<file path="config.mk">
export PLATFORM = sky130hd
export DESIGN_NAME = fbrf_seq
export DESIGN_NICKNAME = d
export VERILOG_FILES = /design/src/sv/fbrf_pkg.sv /design/src/sv/fbrf_seq.sv
export SDC_FILE = /design/constraint.sdc
export NUM_CORES = 1
export LEC_CHECK = 0
export ABC_AREA = 0
export CAP_MARGIN = 30
export CORE_ASPECT_RATIO = 0.6
export CORE_MARGIN = 2
export CORE_UTILIZATION = 59
export DETAILED_ROUTE_END_ITERATION = 7
export DONT_BUFFER_PORTS = 1
export HOLD_SLACK_MARGIN = 0.1
export PLACE_DENSITY = 0.89
export SETUP_SLACK_MARGIN = 0.3
export SYNTH_ARGS = -nofsm -noshare
export SYNTH_HDL_FRONTEND = slang
export SYNTH_SLANG_ARGS = --single-unit
</file>
<file path="constraint.sdc">
create_clock -name i_clk -period 4.45 [get_ports i_clk]
set_clock_uncertainty 0.2 [all_clocks]
set_input_delay 0.89 -clock i_clk [delete_from_list [all_inputs] [get_ports i_clk]]
set_output_delay 0.89 -clock i_clk [all_outputs]
set_load 0.01 [all_outputs]
</file>
<file path="src/sv/fbrf_pkg.sv">
// Package for the page frame buffer rectangle fill core.
// Holds the operation codes, the sequencer state type and the result struct.
// No dependencies.
`default_nettype none

package fbrf_pkg;

    typedef enum logic [1:0] {
        OP_SET  = 2'd0,
        OP_RECT = 2'd1,
        OP_FILL = 2'd2,
        OP_READ = 2'd3
    } t_op;

    typedef enum logic [4:0] {
        S_IDLE  = 5'b00001,
        S_FILL  = 5'b00010,
        S_RECT  = 5'b00100,
        S_DRAIN = 5'b01000,
        S_RES   = 5'b10000
    } t_state;

    typedef struct packed {
        logic load;
        logic zero;
    } t_res;

    localparam logic [7:0] BYTE_ALL  = 8'hFF;
    localparam logic [7:0] BYTE_LSB  = 8'h01;
    localparam int         PAGE_BITS = 8;

endpackage

`default_nettype wire

</file>
<file path="src/sv/fbrf_seq.sv">
// Sequencer and shared read-modify-write merge unit of the frame buffer.
// Walks the store for fills and rectangles; uses fbrf_pkg.
`default_nettype none

module fbrf_seq #(
    parameter int COLUMNS = 128,
    parameter int PAGES = 8,
    localparam int DEPTH = COLUMNS * PAGES,
    localparam int AW = $clog2(DEPTH)
) (
    input  logic           i_clk,
    input  logic           i_rst_n,
    input  logic           i_in_valid,
    output logic           o_in_ready,
    input  logic [1:0]     i_operation,
    input  logic [7:0]     i_col_a,
    input  logic [7:0]     i_row_a,
    input  logic [7:0]     i_col_b,
    input  logic [7:0]     i_row_b,
    input  logic [7:0]     i_pattern,
    input  logic           i_pixel_on,
    input  logic           i_out_free,
    output fbrf_pkg::t_res o_res,
    output logic           o_we,
    output logic [AW-1:0]  o_waddr,
    output logic [7:0]     o_wdata,
    output logic           o_re,
    output logic [AW-1:0]  o_raddr,
    input  logic [7:0]     i_rdata
);

    import fbrf_pkg::*;

    localparam int ROWS = PAGE_BITS * PAGES;
    localparam int PW = (PAGES > 1) ? $clog2(PAGES) : 1;
    localparam logic [7:0]    COL_LIM   = 8'(COLUMNS);
    localparam logic [7:0]    ROW_LIM   = 8'(ROWS);
    localparam logic [AW-1:0] LAST_ADDR = AW'(DEPTH - 1);

    function automatic logic [AW-1:0] f_addr(input logic [PW-1:0] pg, input logic [7:0] col);
        f_addr = AW'(int'(pg) * COLUMNS + int'(col));
    endfunction

    function automatic logic [3:0] f_clamp(input logic [7:0] v, input logic [7:0] base);
        logic [7:0] d;
        d = v - base;
        if (v <= base) begin
            f_clamp = 4'd0;
        end else if (d >= 8'd8) begin
            f_clamp = 4'd8;
        end else begin
            f_clamp = d[3:0];
        end
    endfunction

    function automatic logic [7:0] f_mask(input logic [7:0] lo, input logic [7:0] hi,
                                          input logic [PW-1:0] pg);
        logic [7:0] base;
        logic [8:0] below_hi;
        logic [8:0] below_lo;
        base     = 8'({pg, 3'b000});
        below_hi = (9'd1 << f_clamp(hi, base)) - 9'd1;
        below_lo = (9'd1 << f_clamp(lo, base)) - 9'd1;
        f_mask   = below_hi[7:0] & ~below_lo[7:0] & BYTE_ALL;
    endfunction

    t_state        r_state, n_state;
    logic [AW-1:0] r_fill_addr, n_fill_addr;
    logic          r_wr_pend, n_wr_pend;
    logic [AW-1:0] r_wr_addr, n_wr_addr;
    logic [7:0]    r_mask, n_mask;
    logic [7:0]    r_pat, n_pat;
    logic [7:0]    r_col, n_col;
    logic [PW-1:0] r_page, n_page;
    logic [PW-1:0] r_last_page, n_last_page;
    logic [7:0]    r_x_lo, n_x_lo;
    logic [7:0]    r_x_hi, n_x_hi;
    logic [7:0]    r_y_lo, n_y_lo;
    logic [7:0]    r_y_hi, n_y_hi;
    logic          r_inside, n_inside;

    t_op           op;
    logic          in_range;
    logic [AW-1:0] pix_addr;
    logic [AW-1:0] rect_addr;
    logic [7:0]    x_lo, x_max, x_hi;
    logic [7:0]    y_lo, y_max, y_hi, y_last;
    logic          empty;

    assign op        = t_op'(i_operation);
    assign in_range  = (i_col_a < COL_LIM) && (i_row_a < ROW_LIM);
    assign pix_addr  = f_addr(PW'(i_row_a[7:3]), i_col_a);
    assign rect_addr = f_addr(r_page, r_col);

    assign x_lo   = (i_col_a <= i_col_b) ? i_col_a : i_col_b;
    assign x_max  = (i_col_a <= i_col_b) ? i_col_b : i_col_a;
    assign x_hi   = (x_max > COL_LIM) ? COL_LIM : x_max;
    assign y_lo   = (i_row_a <= i_row_b) ? i_row_a : i_row_b;
    assign y_max  = (i_row_a <= i_row_b) ? i_row_b : i_row_a;
    assign y_hi   = (y_max > ROW_LIM) ? ROW_LIM : y_max;
    assign y_last = y_hi - BYTE_LSB;
    assign empty  = (x_lo >= x_hi) || (y_lo >= y_hi);

    assign o_in_ready = (r_state == S_IDLE);
    assign o_we       = r_wr_pend;
    assign o_waddr    = r_wr_addr;
    assign o_wdata    = (i_rdata & ~r_mask) | (r_pat & r_mask);

    always_comb begin
        n_state     = r_state;
        n_fill_addr = r_fill_addr;
        n_wr_pend   = 1'b0;
        n_wr_addr   = r_wr_addr;
        n_mask      = r_mask;
        n_pat       = r_pat;
        n_col       = r_col;
        n_page      = r_page;
        n_last_page = r_last_page;
        n_x_lo      = r_x_lo;
        n_x_hi      = r_x_hi;
        n_y_lo      = r_y_lo;
        n_y_hi      = r_y_hi;
        n_inside    = r_inside;
        o_re        = 1'b0;
        o_raddr     = pix_addr;
        o_res       = '0;
        case (r_state)
            S_IDLE: begin
                if (i_in_valid) begin
                    case (op)
                        OP_SET: begin
                            o_re      = 1'b1;
                            n_wr_pend = in_range;
                            n_wr_addr = pix_addr;
                            n_mask    = BYTE_LSB << i_row_a[2:0];
                            n_pat     = {8{i_pixel_on}};
                            n_state   = S_DRAIN;
                        end
                        OP_READ: begin
                            o_re     = 1'b1;
                            n_inside = in_range;
                            n_state  = S_RES;
                        end
                        OP_RECT: begin
                            n_pat       = i_pattern;
                            n_x_lo      = x_lo;
                            n_x_hi      = x_hi;
                            n_y_lo      = y_lo;
                            n_y_hi      = y_hi;
                            n_col       = x_lo;
                            n_page      = PW'(y_lo[7:3]);
                            n_last_page = PW'(y_last[7:3]);
                            n_state     = empty ? S_DRAIN : S_RECT;
                        end
                        OP_FILL: begin
                            n_pat       = i_pattern;
                            n_mask      = BYTE_ALL;
                            n_fill_addr = '0;
                            n_state     = S_FILL;
                        end
                        default: begin
                            n_state = S_DRAIN;
                        end
                    endcase
                end
            end
            S_FILL: begin
                n_wr_pend   = 1'b1;
                n_wr_addr   = r_fill_addr;
                n_mask      = BYTE_ALL;
                n_fill_addr = r_fill_addr + 1'b1;
                if (r_fill_addr == LAST_ADDR) begin
                    n_state = S_DRAIN;
                end
            end
            S_RECT: begin
                o_re      = 1'b1;
                o_raddr   = rect_addr;
                n_wr_pend = 1'b1;
                n_wr_addr = rect_addr;
                n_mask    = f_mask(r_y_lo, r_y_hi, r_page);
                if ((r_col + BYTE_LSB) == r_x_hi) begin
                    n_col = r_x_lo;
                    if (r_page == r_last_page) begin
                        n_state = S_DRAIN;
                    end else begin
                        n_page = r_page + 1'b1;
                    end
                end else begin
                    n_col = r_col + BYTE_LSB;
                end
            end
            S_DRAIN: begin
                n_state = S_IDLE;
            end
            S_RES: begin
                if (i_out_free) begin
                    o_res.load = 1'b1;
                    o_res.zero = !r_inside;
                    n_state    = S_IDLE;
                end
            end
            default: begin
                n_state = S_IDLE;
            end
        endcase
    end

    // reset starts a zero fill of the whole store
    always_ff @(posedge i_clk) begin
        if (!i_rst_n) begin
            r_state     <= S_FILL;
            r_fill_addr <= '0;
            r_wr_pend   <= 1'b0;
            r_mask      <= BYTE_ALL;
            r_pat       <= '0;
        end else begin
            r_state     <= n_state;
            r_fill_addr <= n_fill_addr;
            r_wr_pend   <= n_wr_pend;
            r_mask      <= n_mask;
            r_pat       <= n_pat;
        end
    end

    always_ff @(posedge i_clk) begin
        r_wr_addr   <= n_wr_addr;
        r_col       <= n_col;
        r_page      <= n_page;
        r_last_page <= n_last_page;
        r_x_lo      <= n_x_lo;
        r_x_hi      <= n_x_hi;
        r_y_lo      <= n_y_lo;
        r_y_hi      <= n_y_hi;
        r_inside    <= n_inside;
    end

endmodule

`default_nettype wire

</file>
==> impl_metrics.ini, run 1 <==
[worst_setup_path]
arrival_ns = 4.28
worstSetupPathType = input port to flip-flop
end_kind = flip-flop
slowest_stage = or4b_1
startpoint_type = input port
critPathMaxFanout = 8
crit_family = compound AO/OA/AOI/OAI gates
worstPathCellList = inv_6, ha_4, nor2b_4, o211ai_1, a21oi_2, o32ai_4, buf_12, buf_12, a211oi_4, a21oi_4, or2_4, ha_4, a21o_1, a21o_1, a221oi_2, o211ai_1, or4b_1, o22ai_1
slowest_delay_ns = 0.57
reg2reg_slack_ns = 0.59
crit_buf_inv = 3
r2r-start = r_page[1]
worstReg2RegEnd = r_mask[4]
rr_worst_depth = 14
worstPathRequired_ns = 4.51

[floorplan]
ios = 88
dieWidth_um = 138
core_sq_um = 10600
dieArea_sq_um = 11700
initial_utilization_pct = 60.6
row_count = 29
die_h_um = 84.6

[worst_hold_path]
hp-class = flip-flop to flip-flop
min-delay-start = r_mask[7]
hold_depth = 2
whs_endpoint = r_mask[7]

[logic_synthesis]
syn-cell-area_sq_um = 6390
ys_warn_count = 0
syn_nets = 833
ys_ff_latch = 89
async_flop_share_pct = 0
syn_area_per_cell_sq_um = 8.82
yosys.cell_types.count = 75
syn_inst = 725
synth_top_area_share_pct = 26.8
synth-edff-count = 57
yosys-top-cells-area = edfxtp_1 27%, dfxtp_1 10%, ha_1 10%
ys.flop_type = edfxtp_1
yosysSeqAreaShare_pct = 36.8
yosys.area.top_type = edfxtp_1

[global_routing]
grt_pass1_vias = 5355
grt_use_total_pct = 31.0
grt_max_degree = 36
antenna_found_initial = 0
grt_first_pass_wirelength_um = 28500
overflow = 0

[final_layout]
area_growth_pct = 14.6
diodes = 0
finish.utilization_pct = 69.4
drive_gt1_share_pct = 14.4
fin_nets = 859

[drt]
first_pass_iters = 7
routedLengthMet1_um = 8280
drcViolationCount = 0
wire_per_inst_um = 20.7
vias = 5750
highest_layer = met4
wl_met3_um = 2280
route.met2.wl_um = 7770
drt_iter0_drc = 587
wirelength_um = 18500
vias_per_cell = 6.42
drtAntennaViolNets = 0

[place]
place_ws_ns = -0.133
io_buffer_count = 0
gp_congestion = 0.912
hpwl_um = 14000

[clock_network]
clock_path_buffers = 2
cts_tree = done
cts.clk_slew.worst_paths_ns = 0.07
cts_sinks = 89
clk_latency_ns = 0.34
root_buffer = clkbuf_16
numCtsBuffers = 9
cts_hold_buf = 0
htree_num_levels = 3

[timing]
rsz0062_at_grt = true
setup_slack_ns = 0.235
worst_pin_slew_ns = 0.933
slew_headroom_pct = 37.8
setup_tns_ns = 0
max_freq_ghz = 0.237
fin_crit_sh_pct = 94.7
setup_violations = 0
slew_viol_final = 0
finalHoldViolations = 0
period_minus_slack_ns = 4.22

[pwr]
peakVddDrop_mv = 0.339
power_density_nw_per_um2 = 387
finalPower_uw = 2840
leakagePower_uw = 0.00302

[job]
drv_cap = 0

[status]
status = finished, final reports clean
## tightest hold or removal path: cells and delay by family (launching register included)
kind	cells	cell delay, ns
buf+inv	1	0.05
flops	1	0.32
compound gates	1	0.06
## how the worst max path moves through the flow
stage / startpoint / end / slack, ns / depth (start not counted)
global placement: i_row_b[1] / r_state[2] / 0.03 / 17
finish: i_row_b[1] / r_state[2] / 0.23 / 18
detailed placement: i_row_b[1] / r_state[2] / -0.13 / 17
CTS: i_row_b[1] / r_state[2] / 0.34 / 17
floorplan: i_col_b[7] / r_state[2] / 0.28 / 16
global route: i_row_b[1] / r_state[2] / 0.19 / 18
## timing repair
item | 4_1_cts | 5_1_grt
setup buffers | 1 | 11
pin swaps | 4 | 19
gates resized for setup | 1 | 18
gates cloned | 0 | 2
endpoints found under the setup margin | 1 | 3
## per-stage QoR
stage / std cells / instance area, sq um / hold WS (ns)
3_3_place_gp: 865 / 6780 / 0.268
6_report: 895 / 7330 / 0.277
3_5_place_dp: 865 / 6780 / 0.271
2_1_floorplan: 725 / 6500 / 0.245
5_1_grt: 895 / 7330 / 0.320
4_1_cts: 882 / 7090 / 0.283
## metal layers
layer,global-route usage (%),vias up
li1,-,2663
met1,44.7,2734
met2,45.4,331
met3,10.8,22
met4,6.49,0
met5,0,-
## area by class of cell
cell class / count / area [sq um]
clock inverter: 6 / 67.6
fill: 786 / 3230
inverter: 51 / 196
timing repair buffer: 41 / 388
tap: 139 / 174
clock buffer: 10 / 229
multi-input combinational: 559 / 3920
sequential: 89 / 2350
## state kept, by name (all words and copies together), names as in the netlist, 8 cells and up
name,flops
o_waddr,10
r_col,8
r_fill_addr,10
r_mask,8
r_pat,8
r_x_hi,8
r_x_lo,8
r_y_hi,8
r_y_lo,8
## cell usage after synthesis, drive strengths merged, types with 9 or more instances
master	count
a211oi	13
o211ai	9
nor3	18
edfxtp	57
o21ai	32
a21oi	39
nand2b	10
xnor2	21
inv	51
mux2i	19
ha	51
nand2	95
xor2	12
buf	18
nand3	25
or2	10
mux2	15
nor2	76
a21o	11
dfxtp	32
## power by group
group	internal, uW	leakage (uW)	switching (uW)
combinational	374	0.00209	547
clock	437	0.000139	323
sequential	1050	0.000787	106
total	1860	0.00302	976
## kinds of logic after synthesis
| logic type | Yosys count | share of synthesized area, % |
|---|---|---|
| AOI/OAI and AO/OA | 161 | 17.1 |
| xor gates and xnor gates | 33 | 4.52 |
| adders and majority gates | 53 | 10.6 |
| buffers and inverters | 77 | 4.83 |
| DFF | 89 | 36.8 |
| muxes | 34 | 5.62 |
| other | 2 | 0.117 |
| and+or+nand+nor | 276 | 20.5 |
## placed cells by master (no fill, tap or decap), drive strengths merged, types with 4 or more instances in the layout
cell type	count
xnor2	21
mux2i	19
nor2	76
buf	39
dfxtp	32
o22ai	4
inv	52
nand2	95
nand3	25
a21oi	39
edfxtp	57
nand4	8
nor2b	7
clkbuf	12
nand2b	10
o21a	5
or2	10
a21o	11
xor2	12
o21ai	32
a211oi	13
ha	51
or3	5
mux2	15
a31oi	8
a22oi	8
o211ai	9
nor3	18
Power figures use the tool's default switching activity.
==> run 2: changes to the inputs <==
MAX_ROUTING_LAYER = met4   (was unset)
SETUP_SLACK_MARGIN = 0.1   (was 0.3)
==> impl_metrics.ini, run 2 (synthesis results as in run 1) <==
[global_routing]
grt_pass1_vias = 5359
grt_first_pass_wirelength_um = 28300
grt_max_degree = 36
antenna_found_initial = 0
overflow = 0
grt_use_total_pct = 31.4

[clock_network]
clk_latency_ns = 0.36
cts_tree = done
htree_num_levels = 3
numCtsBuffers = 9
cts_sinks = 89
clock_path_buffers = 2
root_buffer = clkbuf_16
cts.clk_slew.worst_paths_ns = 0.07

[worst_setup_path]
slowest_delay_ns = 0.53
startpoint_type = input port
arrival_ns = 4.34
worstSetupPathType = input port to flip-flop
end_kind = flip-flop
crit_buf_inv = 2
crit_family = compound AO/OA/AOI/OAI gates
worstPathRequired_ns = 4.54
worstPathCellList = inv_2, ha_4, nor2b_1, o211ai_1, a21oi_2, o32ai_4, buf_6, mux2_2, ha_4, a21o_1, a21o_1, a221oi_2, o211ai_1, or4b_1, o22ai_1
slowest_stage = or4b_1
critPathMaxFanout = 8

[timing]
slew_headroom_pct = 36.4
fin_crit_sh_pct = 95.5
period_minus_slack_ns = 4.25
worst_pin_slew_ns = 0.954
max_freq_ghz = 0.235
setup_violations = 0
slew_viol_final = 0
finalHoldViolations = 0
rsz0062_at_grt = false

[final_layout]
layout_commonest_cell = nand2_1
layout_common_cells = 95 x nand2_1, 76 x nor2_1, 57 x edfxtp_1
diodes = 0
final_design_area_no_fill_sq_um = 7090
regArea_sq_um = 2350
area_growth_pct = 10.8
fin_nets = 852
multi_input_comb_area_sq_um = 3800
nFillCells = 812
drive_gt1_share_pct = 12.0

[status]
status = finished, final reports clean

[place]
placed_area_sq_um = 6680
hpwl_um = 13300
io_buffer_count = 0
gp_congestion = 0.979

[pwr]
power_density_nw_per_um2 = 398
swShare_pct = 35.0
leakagePower_uw = 0.00294
netSwitchingPower_uw = 987
seq_power_share_pct = 41.3
finalPower_uw = 2820
power.share.clock_pct = 28.8
peakVddDrop_mv = 0.362
pwr-share-comb_pct = 29.9
p_int_uw = 1830

[drt]
drtAntennaViolNets = 0
wire_per_inst_um = 20.4
vias_per_cell = 6.46
first_pass_iters = 5
drt_iter0_drc = 632
wirelength_um = 18100
vias = 5734
drcViolationCount = 0

[floorplan]
core_sq_um = 10600
ios = 88
dieArea_sq_um = 11700
die_h_um = 84.6
initial_utilization_pct = 60.6
row_count = 29
dieWidth_um = 138

[worst_hold_path]
hp-class = flip-flop to flip-flop

[job]
drv_cap = 0
## run 2: cell count changes in the layout (fill, tap and decap cells not counted), moves of 2 or more
cell        previous run  this run
clkinvlp_4             2         0
ha_1                  44        49
or2_2                  3         5
a21oi_1               34        36
a211oi_1              10        13
buf_12                 3         0
or2_4                  2         0
buf_4                 35        31
buf_6                  0         2
ha_4                   6         2
a211oi_2               2         0
inv_6                  2         4
clkbuf_16             11         9
## run 2: per-stage QoR
stage	instances	setup WS [ns]	utilization, %	hold slack [ns]	setup TNS [ns]
2_1_floorplan	725	0.134	-	0.245	0
3_3_place_gp	865	-0.000758	63.2	0.269	-0.000758
3_5_place_dp	865	-0.113	63.2	0.270	-0.113
4_1_cts	881	0.257	66.1	0.285	0
5_1_grt	888	0.0645	67.1	0.306	0
6_report	888	0.199	67.1	0.278	0
## run 2: worst reg2reg max path: cells and delay by family (launching register included)
kind | cells | cell delay (ns)
buffers and inverters | 1 | 0.19
AO/OA/AOI/OAI | 6 | 1.48
AND/OR/NAND/NOR | 4 | 0.86
multiplexers | 1 | 0.12
adder cells (fa/ha/maj) | 2 | 0.77
flip-flops | 1 | 0.47
## run 2: path summary, 6_finish.rpt
kind	endpoint	from	cells after the start	slack (ns)
worst max-delay path	r_state[2]	i_row_b[1]	15	0.20
worst min-delay path	r_mask[7]	r_mask[7]	2	0.28
worst max register to register	r_mask[4]	r_page[1]	14	0.30
worst min register to register	r_mask[7]	r_mask[7]	2	0.28
## run 2: area by class of cell
class / count / share of cell area (%)
clock buffer: 9 / 3.18
sequential: 89 / 33.2
tap: 139 / 2.45
clock inverter: 7 / 1.15
timing repair buffer: 34 / 3.67
inverter: 51 / 2.70
multi-input combinational: 559 / 53.7
## run 2: what timing repair did
action                     CTS  global route
buffers inserted             0             6
hold buffers                 0             0
setup endpoints to repair    0             2
resized for setup            0            10
## run 2: power groups by stage
stage	combinational, uW	clock, uW	sequential, uW
after global placement	761	0	1170
final	843	812	1160
after floorplan	601	0	1140
after detailed placement	793	0	1180
after CTS	800	808	1160
after global routing	924	839	1170
## run 2: per-layer routing
metal | GRT usage [%] | vias up | share of wire [%]
met5 | - | - | 0
met4 | 10.9 | 0 | 3.0
met3 | 8.39 | 55 | 12
met2 | 44.6 | 359 | 43
met1 | 43.4 | 2663 | 42
li1 | - | 2657 | -
==> run 3: changes to the inputs <==
CORE_UTILIZATION = 60   (was 59)
PLACE_DENSITY = 0.87   (was 0.89)
SLEW_MARGIN = 10   (was unset)
clock period = 5.3 ns   (was 4.45 ns; I/O delays follow)
==> impl_metrics.ini, run 3 (synthesis results as in run 1) <==
[worst_hold_path]
hp-class = flip-flop to flip-flop
hold_depth = 2

[worst_setup_path]
crit_buf_inv = 3
worstSetupPathType = input port to flip-flop
slowest_delay_ns = 0.50
crit_family = simple AND/OR/NAND/NOR gates
arrival_ns = 4.65
end_kind = flip-flop
cp.depth = 16
critPathMaxFanout = 15
startpoint_type = input port
rr_worst_depth = 15
worstPathRequired_ns = 5.38
worstPathCellList = inv_1, ha_1, nand4_1, or3_1, o211ai_1, buf_4, mux2_2, inv_1, ha_1, nand2b_1, a21o_1, a211oi_1, or3_1, o211ai_1, or4b_1, o22ai_1
slowest_stage = or4b_1

[final_layout]
regArea_sq_um = 2350
drive_gt1_share_pct = 7.60
fin_nets = 827
nFillCells = 806
diodes = 0
finish.utilization_pct = 65.2
area_growth_pct = 6.93
multi_input_comb_area_sq_um = 3760
layout_common_cells = 95 x nand2_1, 76 x nor2_1, 57 x edfxtp_1
layout_commonest_cell = nand2_1

[floorplan]
die_h_um = 84.0
row_count = 29
dieWidth_um = 137
ios = 88
core_sq_um = 10500
initial_utilization_pct = 61.0
dieArea_sq_um = 11500

[timing]
setup_violations = 0
rsz0062_at_grt = false
setup_slack_ns = 0.731
setup_tns_ns = 0
period_minus_slack_ns = 4.57
fin_crit_sh_pct = 86.2
hold_slack_ns = 0.296
worst_pin_slew_ns = 0.919
slew_headroom_pct = 38.8
slew_viol_final = 0
finalHoldViolations = 0
max_freq_ghz = 0.219

[pwr]
netSwitchingPower_uw = 793
p_int_uw = 1500
seq_power_share_pct = 42.6
power_density_nw_per_um2 = 336
power.share.clock_pct = 28.3
peakVddDrop_mv = 0.280
pwr-share-comb_pct = 29.1
leakagePower_uw = 0.00281
swShare_pct = 34.6

[global_routing]
grt_max_degree = 39
antenna_found_initial = 0
overflow = 0
grt_first_pass_wirelength_um = 27800
grt_pass1_vias = 5219
grt_use_total_pct = 32.4

[status]
status = finished, final reports clean

[place]
place_ws_ns = 0.437
io_buffer_count = 0
hpwl_um = 13100
gp_congestion = 1.04

[drt]
wirelength_um = 17600
drtAntennaViolNets = 0
first_pass_iters = 6
vias = 5573
wire_per_inst_um = 20.3
drt_iter0_drc = 800
drcViolationCount = 0
vias_per_cell = 6.46

[clock_network]
clk_latency_ns = 0.35
cts_tree = done
root_buffer = clkbuf_16
htree_num_levels = 3
clock_path_buffers = 2
cts_sinks = 89
cts.clk_slew.worst_paths_ns = 0.06
cts_resized = 0
post-cts-setup-buffer-count = 0
cts_hold_buf = 0
numCtsBuffers = 9

[job]
drv_cap = 0
[run 3: changes by cell type in the layout (fill, tap and decap cells not counted), sizes merged]
cell,delta
buf,-25
inv,-4
clkinvlp,+2
clkbuf,+1
clkinv,+1
[run 3: power groups by stage]
stage               Combinational, uW  Sequential [uW]  Clock [uW]
floorplan                         504              960           0
global placement                  629              986           0
detailed placement                645              988           0
CTS                               657              975         655
global route                      745              983         677
finish                            668              977         649
[run 3: path summary, 6_finish.rpt]
kind	to	start	slack (ns)
setup reg to reg	r_mask[4]	r_page[0]	1.24
setup / recovery	r_state[2]	i_col_b[7]	0.73
hold reg to reg	r_mask[4]	r_mask[4]	0.30
hold / removal	r_mask[4]	r_mask[4]	0.30
[run 3: final cells by class]
type | count | area share [%]
clock buffers | 10 | 3.35
flip-flops and latches | 89 | 34.4
well taps | 139 | 2.54
inverters | 51 | 2.80
repair buffers | 9 | 0.988
clock inverters | 6 | 0.970
multi-input cells | 559 | 54.9
[run 3: worst reg2reg max path, cell delays in order (launching register included)]
cell	delay [ns]
edfxtp_1	0.50
ha_1	0.23
inv_1	0.06
fa_1	0.40
a21oi_1	0.25
mux2i_1	0.11
a2bb2oi_1	0.20
or2_1	0.33
o31ai_1	0.33
nand2_1	0.11
ha_1	0.26
nor3b_1	0.30
nand2_1	0.09
o211ai_1	0.26
o211ai_1	0.17
a31oi_1	0.20
[run 3: stage by stage]
step	std cells	total power, uW	cell area, sq um
after floorplan	725	1460	6390
after global placement	846	1610	6530
after detailed placement	846	1630	6530
after CTS	862	2290	6830
after global routing	863	2410	6840
final	863	2290	6840
[run 3: layer usage]
metal,track usage (%),part of all wire [%]
met3,10.3,11
met5,-,0
met1,45.1,44
met2,45.9,43
met4,8.25,1.9
